<file path="src/rtl/isss_pkg.sv">
// Shared types, field layout and codes for the incremental split square sums block.
package isss_pkg;

    // Fixed field widths.
    localparam int ACTION_W   = 2;
    localparam int CAT_W      = 6;
    localparam int TOTAL_W    = 16;
    localparam int SQ_W       = 32;
    localparam int SUM_W      = SQ_W + 1;
    localparam int STATUS_W   = 2;

    // Stream packing.
    localparam int IN_DATA_W  = 8;
    localparam int OUT_DATA_W = 104;

    localparam int IN_ACT_LO  = 0;
    localparam int IN_CAT_LO  = IN_ACT_LO + ACTION_W;

    localparam int OUT_LT_LO  = 0;
    localparam int OUT_LSQ_LO = OUT_LT_LO + TOTAL_W;
    localparam int OUT_RT_LO  = OUT_LSQ_LO + SQ_W;
    localparam int OUT_RSQ_LO = OUT_RT_LO + TOTAL_W;
    localparam int OUT_ST_LO  = OUT_RSQ_LO + SQ_W;
    localparam int OUT_USED_W = OUT_ST_LO + STATUS_W;

    typedef enum logic [ACTION_W-1:0] {
        ACT_ADD   = 2'd0,
        ACT_MOVE  = 2'd1,
        ACT_CLEAR = 2'd2
    } t_action;

    typedef enum logic [STATUS_W-1:0] {
        ST_DONE     = 2'd0,
        ST_MISSING  = 2'd1,
        ST_ABSENT   = 2'd2,
        ST_OVERFLOW = 2'd3
    } t_status;

    // Control to the count store: read enable from the input accept, write and clear from the update stage.
    typedef struct packed {
        logic rd_en;
        logic wr_en;
        logic clr;
    } t_store_ctl;

endpackage

</file>
<file path="src/rtl/isss_count_store.sv">
// Per-category left/right count memories with valid bits and write forwarding.
module isss_count_store #(
    parameter int CATEGORIES = 64,
    parameter int COUNT_BITS = 16
) (
    input  logic                          i_clk,
    input  logic                          i_rst_n,
    input  isss_pkg::t_store_ctl          i_ctl,
    input  logic [$clog2(CATEGORIES)-1:0] i_rd_idx,
    input  logic [$clog2(CATEGORIES)-1:0] i_cur_idx,
    input  logic [$clog2(CATEGORIES)-1:0] i_wr_idx,
    input  logic [COUNT_BITS-1:0]         i_wr_left,
    input  logic [COUNT_BITS-1:0]         i_wr_right,
    output logic [COUNT_BITS-1:0]         o_left,
    output logic [COUNT_BITS-1:0]         o_right
);

    localparam int IDX_W = $clog2(CATEGORIES);

    logic [COUNT_BITS-1:0] r_mem_left  [CATEGORIES];
    logic [COUNT_BITS-1:0] r_mem_right [CATEGORIES];
    logic [COUNT_BITS-1:0] r_rd_left;
    logic [COUNT_BITS-1:0] r_rd_right;
    logic [CATEGORIES-1:0] r_vld;

    logic                  r_fwd_vld;
    logic [IDX_W-1:0]      r_fwd_idx;
    logic [COUNT_BITS-1:0] r_fwd_left;
    logic [COUNT_BITS-1:0] r_fwd_right;

    logic                  w_hit;

    always_ff @(posedge i_clk) begin
        if (i_ctl.wr_en) begin
            r_mem_left[i_wr_idx]  <= i_wr_left;
            r_mem_right[i_wr_idx] <= i_wr_right;
        end
        if (i_ctl.rd_en) begin
            r_rd_left  <= r_mem_left[i_rd_idx];
            r_rd_right <= r_mem_right[i_rd_idx];
        end
    end

    // Entry valid flags; clear drops them all at once.
    always_ff @(posedge i_clk) begin
        if (!i_rst_n || i_ctl.clr) begin
            r_vld     <= '0;
            r_fwd_vld <= 1'b0;
        end else if (i_ctl.wr_en) begin
            r_vld[i_wr_idx] <= 1'b1;
            r_fwd_vld       <= 1'b1;
        end
    end

    // Last write, covers a read that raced it on the same edge.
    always_ff @(posedge i_clk) begin
        if (i_ctl.wr_en) begin
            r_fwd_idx   <= i_wr_idx;
            r_fwd_left  <= i_wr_left;
            r_fwd_right <= i_wr_right;
        end
    end

    assign w_hit = r_fwd_vld && (r_fwd_idx == i_cur_idx);

    always_comb begin
        if (w_hit) begin
            o_left  = r_fwd_left;
            o_right = r_fwd_right;
        end else if (r_vld[i_cur_idx]) begin
            o_left  = r_rd_left;
            o_right = r_rd_right;
        end else begin
            o_left  = '0;
            o_right = '0;
        end
    end

endmodule

</file>
<file path="src/rtl/incremental_split_square_sums.sv">
// Top level: incremental left/right category counts and square sums for a split candidate.
//
//  channel  | dir | handshake                     | payload (low bit up)
//  ---------+-----+-------------------------------+----------------------------------------
//  s_axis   | in  | s_axis_tvalid / s_axis_tready | tdata: action, category; tuser: is_missing
//  m_axis   | out | m_axis_tvalid / m_axis_tready | tdata: left_total, left_square_sum,
//           |     |                               |        right_total, right_square_sum, status
//
//  One beat per cycle sustained while the output is not stalled.
//  A beat passes the registered read of the count memories, then one update
//  stage (one 33-bit add/compare per side) and then the output register.
//  Back-to-back beats on one category are covered by forwarding the last write.
//  Reset (i_rst_n low, synchronous) empties the pipe and marks every count zero
//  through per-entry valid bits; no clearing pass is needed.
//  A stalled output holds the update stage; input is taken while that stage can drain.
module incremental_split_square_sums #(
    parameter int CATEGORIES = 64,
    parameter int COUNT_BITS = 16
) (
    input  logic                              i_clk,
    input  logic                              i_rst_n,
    input  logic                              s_axis_tvalid,
    output logic                              s_axis_tready,
    // [1:0] action, [7:2] category
    input  logic [isss_pkg::IN_DATA_W-1:0]    s_axis_tdata,
    // [0] is_missing
    input  logic                              s_axis_tuser,
    output logic                              m_axis_tvalid,
    input  logic                              m_axis_tready,
    // [15:0] left_total, [47:16] left_square_sum, [63:48] right_total,
    // [95:64] right_square_sum, [97:96] status, [103:98] zero
    output logic [isss_pkg::OUT_DATA_W-1:0]   m_axis_tdata
);

    localparam int IDX_W   = $clog2(CATEGORIES);
    localparam int EXT_W   = (IDX_W > isss_pkg::CAT_W) ? IDX_W : isss_pkg::CAT_W;

    // ---------------- input decode ----------------
    logic                          w_in_acc;
    logic [isss_pkg::ACTION_W-1:0] w_in_action;
    logic [isss_pkg::CAT_W-1:0]    w_in_cat;
    logic [EXT_W-1:0]              w_in_cat_ext;
    logic [IDX_W-1:0]              w_in_idx;
    logic                          w_in_range;

    assign w_in_acc     = s_axis_tvalid && s_axis_tready;
    assign w_in_action  = s_axis_tdata[isss_pkg::IN_ACT_LO +: isss_pkg::ACTION_W];
    assign w_in_cat     = s_axis_tdata[isss_pkg::IN_CAT_LO +: isss_pkg::CAT_W];
    assign w_in_cat_ext = EXT_W'(w_in_cat);
    assign w_in_idx     = w_in_cat_ext[IDX_W-1:0];
    assign w_in_range   = 32'(w_in_cat) < CATEGORIES;

    // ---------------- update stage registers ----------------
    logic                          r_s1_vld;
    logic [isss_pkg::ACTION_W-1:0] r_s1_action;
    logic [IDX_W-1:0]              r_s1_idx;
    logic                          r_s1_range;
    logic                          r_s1_missing;

    // Side totals and square sums.
    logic [COUNT_BITS-1:0]         r_lt_total;
    logic [COUNT_BITS-1:0]         r_rt_total;
    logic [isss_pkg::SQ_W-1:0]     r_lsq;
    logic [isss_pkg::SQ_W-1:0]     r_rsq;

    // Output register.
    logic                          r_out_vld;
    logic [isss_pkg::OUT_DATA_W-1:0] r_out_data;

    logic                          w_adv;
    assign w_adv         = r_s1_vld && (!r_out_vld || m_axis_tready);
    assign s_axis_tready = !r_s1_vld || w_adv;

    // ---------------- count store ----------------
    isss_pkg::t_store_ctl          w_ctl;
    logic [COUNT_BITS-1:0]         w_f_l;
    logic [COUNT_BITS-1:0]         w_f_r;
    logic [COUNT_BITS-1:0]         n_wr_left;
    logic [COUNT_BITS-1:0]         n_wr_right;
    logic                          n_wr;
    logic                          n_clr;

    assign w_ctl.rd_en = w_in_acc;
    assign w_ctl.wr_en = w_adv && n_wr;
    assign w_ctl.clr   = w_adv && n_clr;

    isss_count_store #(
        .CATEGORIES (CATEGORIES),
        .COUNT_BITS (COUNT_BITS)
    ) u_store (
        .i_clk      (i_clk),
        .i_rst_n    (i_rst_n),
        .i_ctl      (w_ctl),
        .i_rd_idx   (w_in_idx),
        .i_cur_idx  (r_s1_idx),
        .i_wr_idx   (r_s1_idx),
        .i_wr_left  (n_wr_left),
        .i_wr_right (n_wr_right),
        .o_left     (w_f_l),
        .o_right    (w_f_r)
    );

    // ---------------- update logic ----------------
    // 2f+1 for an increment, 2f-1 for a decrement, sums one bit wider to see overflow.
    logic [isss_pkg::SUM_W-1:0]    w_l_add;
    logic [isss_pkg::SUM_W-1:0]    w_r_add;
    logic [COUNT_BITS-1:0]         w_f_r_dec;
    logic [isss_pkg::SQ_W-1:0]     w_r_sub;
    logic [isss_pkg::SQ_W-1:0]     w_r_sub_sq;

    assign w_l_add    = isss_pkg::SUM_W'(r_lsq) + isss_pkg::SUM_W'({w_f_l, 1'b1});
    assign w_r_add    = isss_pkg::SUM_W'(r_rsq) + isss_pkg::SUM_W'({w_f_r, 1'b1});
    assign w_f_r_dec  = w_f_r - 1'b1;
    assign w_r_sub    = isss_pkg::SQ_W'({w_f_r_dec, 1'b1});
    assign w_r_sub_sq = (r_rsq >= w_r_sub) ? (r_rsq - w_r_sub) : '0;

    isss_pkg::t_status             n_status;
    logic [COUNT_BITS-1:0]         n_lt_total;
    logic [COUNT_BITS-1:0]         n_rt_total;
    logic [isss_pkg::SQ_W-1:0]     n_lsq;
    logic [isss_pkg::SQ_W-1:0]     n_rsq;

    always_comb begin
        n_status   = isss_pkg::ST_DONE;
        n_wr       = 1'b0;
        n_clr      = 1'b0;
        n_wr_left  = w_f_l;
        n_wr_right = w_f_r;
        n_lt_total = r_lt_total;
        n_rt_total = r_rt_total;
        n_lsq      = r_lsq;
        n_rsq      = r_rsq;
        case (isss_pkg::t_action'(r_s1_action))
            isss_pkg::ACT_CLEAR: begin
                n_clr      = 1'b1;
                n_lt_total = '0;
                n_rt_total = '0;
                n_lsq      = '0;
                n_rsq      = '0;
            end
            isss_pkg::ACT_ADD: begin
                if (r_s1_missing) begin
                    n_status = isss_pkg::ST_MISSING;
                end else if (!r_s1_range) begin
                    n_status = isss_pkg::ST_ABSENT;
                end else if ((&r_rt_total) || (&w_f_r) || w_r_add[isss_pkg::SQ_W]) begin
                    n_status = isss_pkg::ST_OVERFLOW;
                end else begin
                    n_wr       = 1'b1;
                    n_wr_right = w_f_r + 1'b1;
                    n_rt_total = r_rt_total + 1'b1;
                    n_rsq      = w_r_add[isss_pkg::SQ_W-1:0];
                end
            end
            isss_pkg::ACT_MOVE: begin
                if (r_s1_missing) begin
                    n_status = isss_pkg::ST_MISSING;
                end else if (!r_s1_range || (w_f_r == '0) || (r_rt_total == '0)) begin
                    n_status = isss_pkg::ST_ABSENT;
                end else if ((&r_lt_total) || (&w_f_l) || w_l_add[isss_pkg::SQ_W]) begin
                    n_status = isss_pkg::ST_OVERFLOW;
                end else begin
                    n_wr       = 1'b1;
                    n_wr_left  = w_f_l + 1'b1;
                    n_wr_right = w_f_r_dec;
                    n_lt_total = r_lt_total + 1'b1;
                    n_rt_total = r_rt_total - 1'b1;
                    n_lsq      = w_l_add[isss_pkg::SQ_W-1:0];
                    n_rsq      = w_r_sub_sq;
                end
            end
            default: begin
                // unused action code: no change, reported as done
                n_status = isss_pkg::ST_DONE;
            end
        endcase
    end

    logic [isss_pkg::OUT_DATA_W-1:0] n_out_data;
    always_comb begin
        n_out_data = '0;
        n_out_data[isss_pkg::OUT_LT_LO  +: isss_pkg::TOTAL_W]  = isss_pkg::TOTAL_W'(n_lt_total);
        n_out_data[isss_pkg::OUT_LSQ_LO +: isss_pkg::SQ_W]     = n_lsq;
        n_out_data[isss_pkg::OUT_RT_LO  +: isss_pkg::TOTAL_W]  = isss_pkg::TOTAL_W'(n_rt_total);
        n_out_data[isss_pkg::OUT_RSQ_LO +: isss_pkg::SQ_W]     = n_rsq;
        n_out_data[isss_pkg::OUT_ST_LO  +: isss_pkg::STATUS_W] = n_status;
    end

    // ---------------- registers ----------------
    always_ff @(posedge i_clk) begin
        if (!i_rst_n) begin
            r_s1_vld   <= 1'b0;
            r_out_vld  <= 1'b0;
            r_lt_total <= '0;
            r_rt_total <= '0;
            r_lsq      <= '0;
            r_rsq      <= '0;
        end else begin
            if (s_axis_tready) begin
                r_s1_vld <= s_axis_tvalid;
            end
            if (w_adv) begin
                r_out_vld  <= 1'b1;
                r_lt_total <= n_lt_total;
                r_rt_total <= n_rt_total;
                r_lsq      <= n_lsq;
                r_rsq      <= n_rsq;
            end else if (m_axis_tready) begin
                r_out_vld <= 1'b0;
            end
        end
    end

    always_ff @(posedge i_clk) begin
        if (w_in_acc) begin
            r_s1_action  <= w_in_action;
            r_s1_idx     <= w_in_idx;
            r_s1_range   <= w_in_range;
            r_s1_missing <= s_axis_tuser;
        end
        if (w_adv) begin
            r_out_data <= n_out_data;
        end
    end

    assign m_axis_tvalid = r_out_vld;
    assign m_axis_tdata  = r_out_data;

endmodule

</file>
<file path="config.mk">
export PLATFORM = sky130hd
export DESIGN_NAME = incremental_split_square_sums
export DESIGN_NICKNAME = d
export VERILOG_FILES = /design/src/rtl/isss_pkg.sv /design/src/rtl/isss_count_store.sv /design/src/rtl/incremental_split_square_sums.sv
export SDC_FILE = /design/constraint.sdc
export NUM_CORES = 2
export LEC_CHECK = 0
export BUFFER_PORTS_ARGS = -buffer_cell sky130_fd_sc_hd__clkbuf_2
export CORE_MARGIN = 4
export CORE_UTILIZATION = 55
export CTS_CLUSTER_DIAMETER = 60
export DETAILED_ROUTE_END_ITERATION = 7
export MAX_ROUTING_LAYER = met4
export PLACE_DENSITY = 0.8
export SLEW_MARGIN = 10
export SYNTH_ARGS = -nofsm -noshare
export SYNTH_HDL_FRONTEND = slang
export SYNTH_SLANG_ARGS = --single-unit
</file>
<file path="constraint.sdc">
create_clock -name i_clk -period 10.8 [get_ports i_clk]
set_clock_uncertainty 0.15 [all_clocks]
set_input_delay 2.16 -clock i_clk [delete_from_list [all_inputs] [get_ports i_clk]]
set_output_delay 2.16 -clock i_clk [all_outputs]
set_load 0.03 [all_outputs]
</file>
# [Word-level counts from Yosys, hierarchy flattened]
# Memories as Yosys holds them, arrays and structs flattened. A register that Yosys moved wholly into a read port is not among the register bits.
# Index checks and enable logic that the tools add are counted.
[word_totals] ff_bits=308 elab_cells=114 mem_count=2 ramBits=2048 output_inout_bits=106 in_bits=13
[op_classes] bitwise=1 n_eq_ne=3 reduce_logical=25 n_lt_le_gt_ge=3 n_mux=56 n_addsub=9
[mem_list] memory="u_store.r_mem_left" words=64 word_bits=16 rd=1 rd_clocked_by_memory_dff=1 wr=1 line="isss_count_store.sv:20" source="logic [COUNT_BITS-1:0] r_mem_left [CATEGORIES];"
[mem_list] memory="u_store.r_mem_right" words=64 word_bits=16 rd=1 rd_clocked_by_memory_dff=1 wr=1 line="isss_count_store.sv:21" source="logic [COUNT_BITS-1:0] r_mem_right [CATEGORIES];"
[op_table] operator="16-bit 2-to-1 mux" n=21
[op_table] operator="32-bit 2-to-1 mux" n=9
[op_table] operator="32-bit one-hot mux with 3 select lines" n=1
[op_table] operator="32-bit by 17-bit adder with 33-bit output" n=2
[op_table] operator="16-bit by 1-bit adder with 16-bit output, second input constant" n=4
[op_table] operator="64-bit bitwise OR" n=1
[op_table] operator="16-bit one-hot mux with 2 select lines" n=2
[op_table] operator="32-bit one-hot mux with 2 select lines" n=1
[op_table] operator="16-bit AND reduction" n=4
[op_table] operator="16-bit one-hot mux with 3 select lines" n=1
[op_table] operator="32-bit by 17-bit >= comparator with 1-bit output" n=1
[op_table] operator="16-bit logical NOT" n=2
[op_table] operator="16-bit by 1-bit subtractor with 16-bit output, second input constant" n=2
[op_table] operator="32-bit by 17-bit subtractor with 32-bit output" n=1
[op_table] operator="1-bit 2-to-1 mux" n=12
[op_table] operator="2-bit 2-to-1 mux" n=5
[op_table] operator="1-bit logical OR" n=8
[op_table] operator="6-bit by 7-bit < comparator with 1-bit output, second input constant" n=1
[op_table] operator="1-bit binary-select mux with 6-bit select" n=1
[op_table] operator="1-bit demux with 6-bit select" n=1
[op_table] operator="6-bit equality test" n=1
[op_table] operator="6-bit by 1-bit >= comparator with 1-bit output, second input constant" n=1
[op_table] operator="1-bit logical AND" n=6
[op_table] operator="2-bit one-hot mux with 2 select lines" n=1
[op_table] operator="other kinds (6)" n=8

# [Logic depth before layout (Yosys ltp)]
[logic_depth] ltp_word=14 ltp_mapped=27 depth_no_buf=23

# [By module]
# From an unflattened synthesis, not the netlist that was laid out.
[hier_totals] cells_unflattened=5292 hier_area_um2=98167.9
[by_module_without_submodules] module="isss_count_store" seq_area_each_um2=64902.2 cells_per_inst=3518 area_each_um2=83298.6 n_inst=1
[by_module_without_submodules] module="incremental_split_square_sums" seq_area_each_um2=5175.0 cells_per_inst=1774 area_each_um2=14869.3 n_inst=1

# [Worst setup path before layout]
# No wires, ideal clock.
[synth_path] path_kind="flip-flop to flip-flop" start="register r_s1_idx[0]" end="register u_store.r_fwd_right[7] (data pin)" n_path_buf=9 path_stages_with_launch=25 slack_ps=1846 t_arrival_ps=8076 setup_ps=728 period_less_slack_ps=8954 t_required_ps=9922 path_cell_list="edfxtp_1 -> buf_6 -> xor2_1 -> or3_4 -> nor2_2 -> buf_4 -> buf_2 -> buf_1 -> buf_1 -> clkbuf_1 -> a22o_1 -> ha_1 -> a211o_1 -> a211oi_1 -> o2111ai_1 -> and3_1 -> o21ai_0 -> nand2_1 -> nor4_4 -> o21a_4 -> buf_12 -> buf_8 -> buf_6 -> a31oi_1 -> o31ai_1"
[synth_via] elab_chain_cells=11 word_cells_on_any_way=26 classes_between="add/sub: 4; eq/ne: 1; mux: 12; reduce/logical: 9"
[synth_lines] item="from (decl)" line="incremental_split_square_sums.sv:56" source="logic [IDX_W-1:0] r_s1_idx;"
[synth_lines] item="from (signal assigned)" line="incremental_split_square_sums.sv:217" source="r_s1_idx <= w_in_idx;"
[synth_lines] item="branches (longest 10 deep; another with 32-bit by 17-bit adder with 33-bit output)"
[synth_lines] item="16-bit one-hot mux with 2 select lines *" line="incremental_split_square_sums.sv:133" source="case (isss_pkg::t_action'(r_s1_action))"
[synth_lines] item="net n_wr_right[7]" line="incremental_split_square_sums.sv:79" source="logic [COUNT_BITS-1:0] n_wr_right;"
[synth_lines] item="to (signal assigned)" line="isss_count_store.sv:60" source="r_fwd_right <= i_wr_right;"
[synth_lines] item="to (decl)" line="isss_count_store.sv:29" source="logic [COUNT_BITS-1:0] r_fwd_right;"
# Mark *: on every way through the listed nets, which the timed path passes. The select of a mux whose other input is x is not followed.
# A chain may end at the register's enable or synchronous reset.

# [Worst setup path after layout]
[layout_path] start="register r_s1_idx[4]" end="memory u_store.r_mem_right[37][3], enable pin"
[layout_via] elab_chain_cells=14 word_cells_on_any_way=27 classes_between="add/sub: 2; eq/ne: 1; mux: 14; reduce/logical: 10"
[layout_lines] item="branches (longest 14 deep; another with 32-bit by 17-bit adder with 33-bit output)"
[layout_lines] item="to (decl)" line="isss_count_store.sv:21"
# Parallel ways; which one is timed is not known. The select of a mux whose other input is x is not followed.

==> impl_summary.md <==
Hold path
The class of the tightest hold or removal check is reg2reg.

Layout
The design area is 109,000 um2. The layout has 11,500 filler cells. Cells with a size suffix above 1 make up 26.0% of the layout. For this run, the post-layout net count is 5,301.

Excluding fillers, the count of instances in the completed layout stands at 7,791. The synthesis-to-layout area growth is 11.7%.

Clock tree
Clock-pin slew was measured on the worst setup and hold paths at 0.07 ns. The number of setup buffers added after CTS is 0. Buffers inserted to repair hold after CTS numbered 0. The buffer levels on the longest clock path is 3.

The number of CTS-inserted buffers is 225. The library cell used as clock root buffer is sky130_fd_sc_hd__clkbuf_16. The post-cts sizing count is 0. The number of H-tree levels is 4. The worst-skew pair later-pin latency is 0.90 ns. The number of clock sinks is 2,388.

TritonCTS built the clock tree.

Worst setup path
The most critical setup path has its endpoint at u_store.r_mem_right[37][3]. The start of the worst register-to-register path is r_s1_idx[4]. In this run the critical register-to-register path is captured at u_store.r_mem_right[37][3]. The critical path is of the reg2reg type.

The arrival time at the worst endpoint is 9.66 ns. Data on the critical path is required at its endpoint by 11.13 ns. STA classifies the critical path startpoint as a register. The most critical setup path has its startpoint at r_s1_idx[4].

The worst-case reg-to-reg path depth is 16. In this run the worst path has a maximum fanout of 28. The worst register-to-register path has a setup slack of 1.47 ns. STA classifies the critical path endpoint as a register.

Yosys
After synthesis, the mean cell area works out to 19.2 um2. The portion of synthesized area spent on multiplexers is 15.9%. The simple-gate area share of the yosys netlist is 3.87%. Sequential elements use 71.7% of the synthesized area. The count of flip-flops with a built-in enable after synthesis is 2,225.

The count of cell types in the netlist is 119. The mapped netlist covers 97,800 um2. For this run, asynchronously set or reset flops after synthesis account for 0%. The combinational family with the most area after synthesis is multiplexers.

The synthesized-area fraction occupied by adder cells is 0.783%. Summing the areas of all compound-gate instances in the mapped netlist gives 5.24% of the synthesized area. During synthesis, Yosys emitted a total of 0 warnings. The synthesis-stage register bit count is 2,388. Summing the areas of all xor and xnor instances in the mapped netlist gives 0.976% of the synthesized area. The predominant post-synthesis flop cell is sky130_fd_sc_hd__edfxtp_1. Synthesis produced a netlist whose cell count is 5,081.

Global routing
The first-pass GRT wire length is 402 mm. Global routing consumed, over all layers together, 31.3% of the routing resources. The number of global-route vias before repair is 53,100. The total overflow reported by the global router is 0. The number of antenna violations at the first check in global routing is 34. Entering global routing, the biggest net connects 128 pins.

STA
Headroom to the max-slew limit came out at 13.0%. The shortest period the worst path allows is 9.33 ns. Based on the critical path, the design can be clocked at up to 0.107 GHz.

The final critical-path share of the clock period is 86.4%. The max-slew violation total from the final report is 0. The number of setup violations in the final report is 0. The worst hold-check slack is 0.330 ns. Adding up every negative setup slack in the final design gives 0 ns. The final hold violation count is 0. The slew at the pin closest to its max-slew limit is 1.30 ns. Setup repair after global routing left no endpoint under its margin. Once routing completed, OpenROAD measured the worst setup slack at 1.47 ns.

Drt
After detailed routing, the average wire length per cell comes to 36.0 um. The routed wire length is 280 mm. The routed design uses 33.3 mm of met3 wire. The routed design uses 134 mm of met2 wire. The detailed-routing wirelength on met1 is 97.2 mm. Once detail routing completed, the nets flagged for antenna violations numbered 0.

For this run, the detailed router's first-pass iteration total came to 8. In the routed layout, each cell is associated on average with a via count of 7.01. The number of design rule violations left after detail routing is 0.

The overall via count from detail_route is 54,600. The initial DRC count is 9,752. The highest layer used for signal routing is met4.

Placed design
The half-perimeter wire length after placement is 158 mm. Input and output buffers added on the ports amount to 112. The number of instances in the placed design is 7,336. At the end of routability-driven placement, the weighted congestion stood at 0.944. Before CTS, the worst setup slack after placement is 1.98 ns. The total placed instance area is 102,000 um2.

Floorplanning
The floorplan step defined a die boundary enclosing 185,000 um2. The chip height is 430 um. Pin placement for this block handled 119 I/O pins. The initialized floorplan defines 154 standard-cell rows. For this configuration, the core starts out at a cell density of 55.4%. The area of the core is 176,000 um2. The die is 430 um wide.

Outcome
The run finished with clean final reports.

Pwr
IR analysis of the VDD net gives a maximum drop of 0.000178 V. The power density over the cells is 177 nW/um2. In this run the static leakage power is 0.0352 uW.

Run
The count of max-cap constraint violations is 0.
synthesized netlist by cell type (all sizes together) (76+ instances only):
master	n	share of area, %
nor2	222	0.88
nand3	78	0.41
buf	122	0.66
edfxtp	2225	68
dfxtp	163	3.3
mux4	666	15
a22o	119	1.1
xnor2	76	0.68
clkbuf	173	0.67
o21ai	138	0.73
a21oi	99	0.53
nand2	182	0.71
layout by cell type (no fill, tap or decap), types with 21 or more instances in the layout:
cell type	instances
sky130_fd_sc_hd__and2_1	21
sky130_fd_sc_hd__clkbuf_1	54
sky130_fd_sc_hd__a21oi_1	91
sky130_fd_sc_hd__clkinv_2	45
sky130_fd_sc_hd__nor3_1	56
sky130_fd_sc_hd__nor4_1	26
sky130_fd_sc_hd__dfxtp_1	163
sky130_fd_sc_hd__mux2_2	24
sky130_fd_sc_hd__clkbuf_16	225
sky130_fd_sc_hd__xor2_1	30
sky130_fd_sc_hd__nor2_1	149
sky130_fd_sc_hd__o21a_1	24
sky130_fd_sc_hd__a21o_1	26
sky130_fd_sc_hd__nand2b_1	23
sky130_fd_sc_hd__a31oi_1	31
sky130_fd_sc_hd__nand2_1	178
sky130_fd_sc_hd__mux2i_1	29
sky130_fd_sc_hd__edfxtp_1	2225
sky130_fd_sc_hd__nand4_1	27
sky130_fd_sc_hd__o21ai_0	127
sky130_fd_sc_hd__clkinv_1	45
sky130_fd_sc_hd__ha_1	58
sky130_fd_sc_hd__buf_4	80
sky130_fd_sc_hd__mux4_2	666
sky130_fd_sc_hd__xnor2_1	66
sky130_fd_sc_hd__diode_2	26
sky130_fd_sc_hd__a22o_1	119
sky130_fd_sc_hd__nor2_4	67
sky130_fd_sc_hd__nand3_1	76
sky130_fd_sc_hd__inv_1	55
sky130_fd_sc_hd__or3_1	28
sky130_fd_sc_hd__clkbuf_2	107
sky130_fd_sc_hd__and3_1	37
sky130_fd_sc_hd__o211ai_1	22
metal layers:
| metal | track usage, % | vias to the layer above |
|---|---|---|
| li1 | - | 21400 |
| met1 | 40.4 | 28000 |
| met2 | 47.7 | 4486 |
| met3 | 7.58 | 719 |
| met4 | 14.4 | 0 |
| met5 | - | - |
state kept, by name (all words and copies together), names as in the netlist, 16 cells and up:
register	flops
r_rt_total	16
r_lsq	32
u_store.r_rd_right	16
r_lt_total	16
u_store.r_fwd_left	16
u_store.r_fwd_right	16
m_axis_tdata	98
u_store.r_mem_left	1024
u_store.r_mem_right	1024
u_store.r_rd_left	16
u_store.r_vld	64
r_rsq	32
logic make-up after synthesis:
| logic type | Yosys count |
|---|---|
| compound gates | 689 |
| simple gates | 763 |
| xor+xnor | 109 |
| mux | 719 |
| flops | 2388 |
| buf+inv | 352 |
| other cells | 1 |
| fa+ha+maj | 60 |
cell type report:
cell class | count | area, um2 | area share (%)
sequential | 2388 | 70100 | 64.2
multi-input combinational | 2346 | 27000 | 24.7
clock buffer | 282 | 5870 | 5.38
tap | 2340 | 2930 | 2.68
timing repair buffer | 210 | 1600 | 1.47
clock inverter | 142 | 1450 | 1.33
inverter | 57 | 216 | 0.198
antenna | 26 | 65.1 | 0.0596
worst min-delay path by stage:
stage,from,end,slack [ns],depth (start not counted)
2_1_floorplan,r_s1_idx[1],u_store.r_fwd_idx[1],0.29,0
3_3_place_gp,u_store.r_vld[16],u_store.r_vld[16],0.31,1
3_5_place_dp,u_store.r_vld[55],u_store.r_vld[55],0.31,1
4_1_cts,u_store.r_vld[55],u_store.r_vld[55],0.33,1
5_1_grt,u_store.r_vld[58],u_store.r_vld[58],0.34,1
6_report,u_store.r_vld[55],u_store.r_vld[55],0.33,1
critical path, cell delays in order, from the launching register on:
cell and delay (ns):
sky130_fd_sc_hd__edfxtp_1 0.57, sky130_fd_sc_hd__nand3_1 0.90, sky130_fd_sc_hd__o221a_2 0.69, sky130_fd_sc_hd__a31oi_4 0.68, sky130_fd_sc_hd__a22o_1 0.45, sky130_fd_sc_hd__ha_1 0.34
sky130_fd_sc_hd__o21ai_0 0.31, sky130_fd_sc_hd__a21oi_1 0.17, sky130_fd_sc_hd__o211ai_1 0.21, sky130_fd_sc_hd__a21oi_1 0.11, sky130_fd_sc_hd__o41a_1 0.44, sky130_fd_sc_hd__nor3_1 0.55
sky130_fd_sc_hd__nand2_2 0.52, sky130_fd_sc_hd__a211oi_4 0.59, sky130_fd_sc_hd__nand2_1 0.85, sky130_fd_sc_hd__nor2_4 0.74, sky130_fd_sc_hd__buf_4 0.55
power by group:
group | total [uW] | internal, uW | switching (uW) | leakage [uW]
sequential | 10200 | 10100 | 41.1 | 0.0219
clock | 7930 | 4350 | 3580 | 0.00355
combinational | 1210 | 392 | 815 | 0.00978
total | 19300 | 14900 | 4440 | 0.0352
stage by stage:
| stage | total power (uW) | util [%] |
|---|---|---|
| final | 19300 | 61.9 |
| after global routing | 19800 | 61.9 |
| after CTS | 19400 | 61.8 |
| after detailed placement | 11600 | 57.6 |
| after global placement | 11500 | 57.6 |
| after floorplan | 11100 | - |
Power figures use the tool's default switching activity.
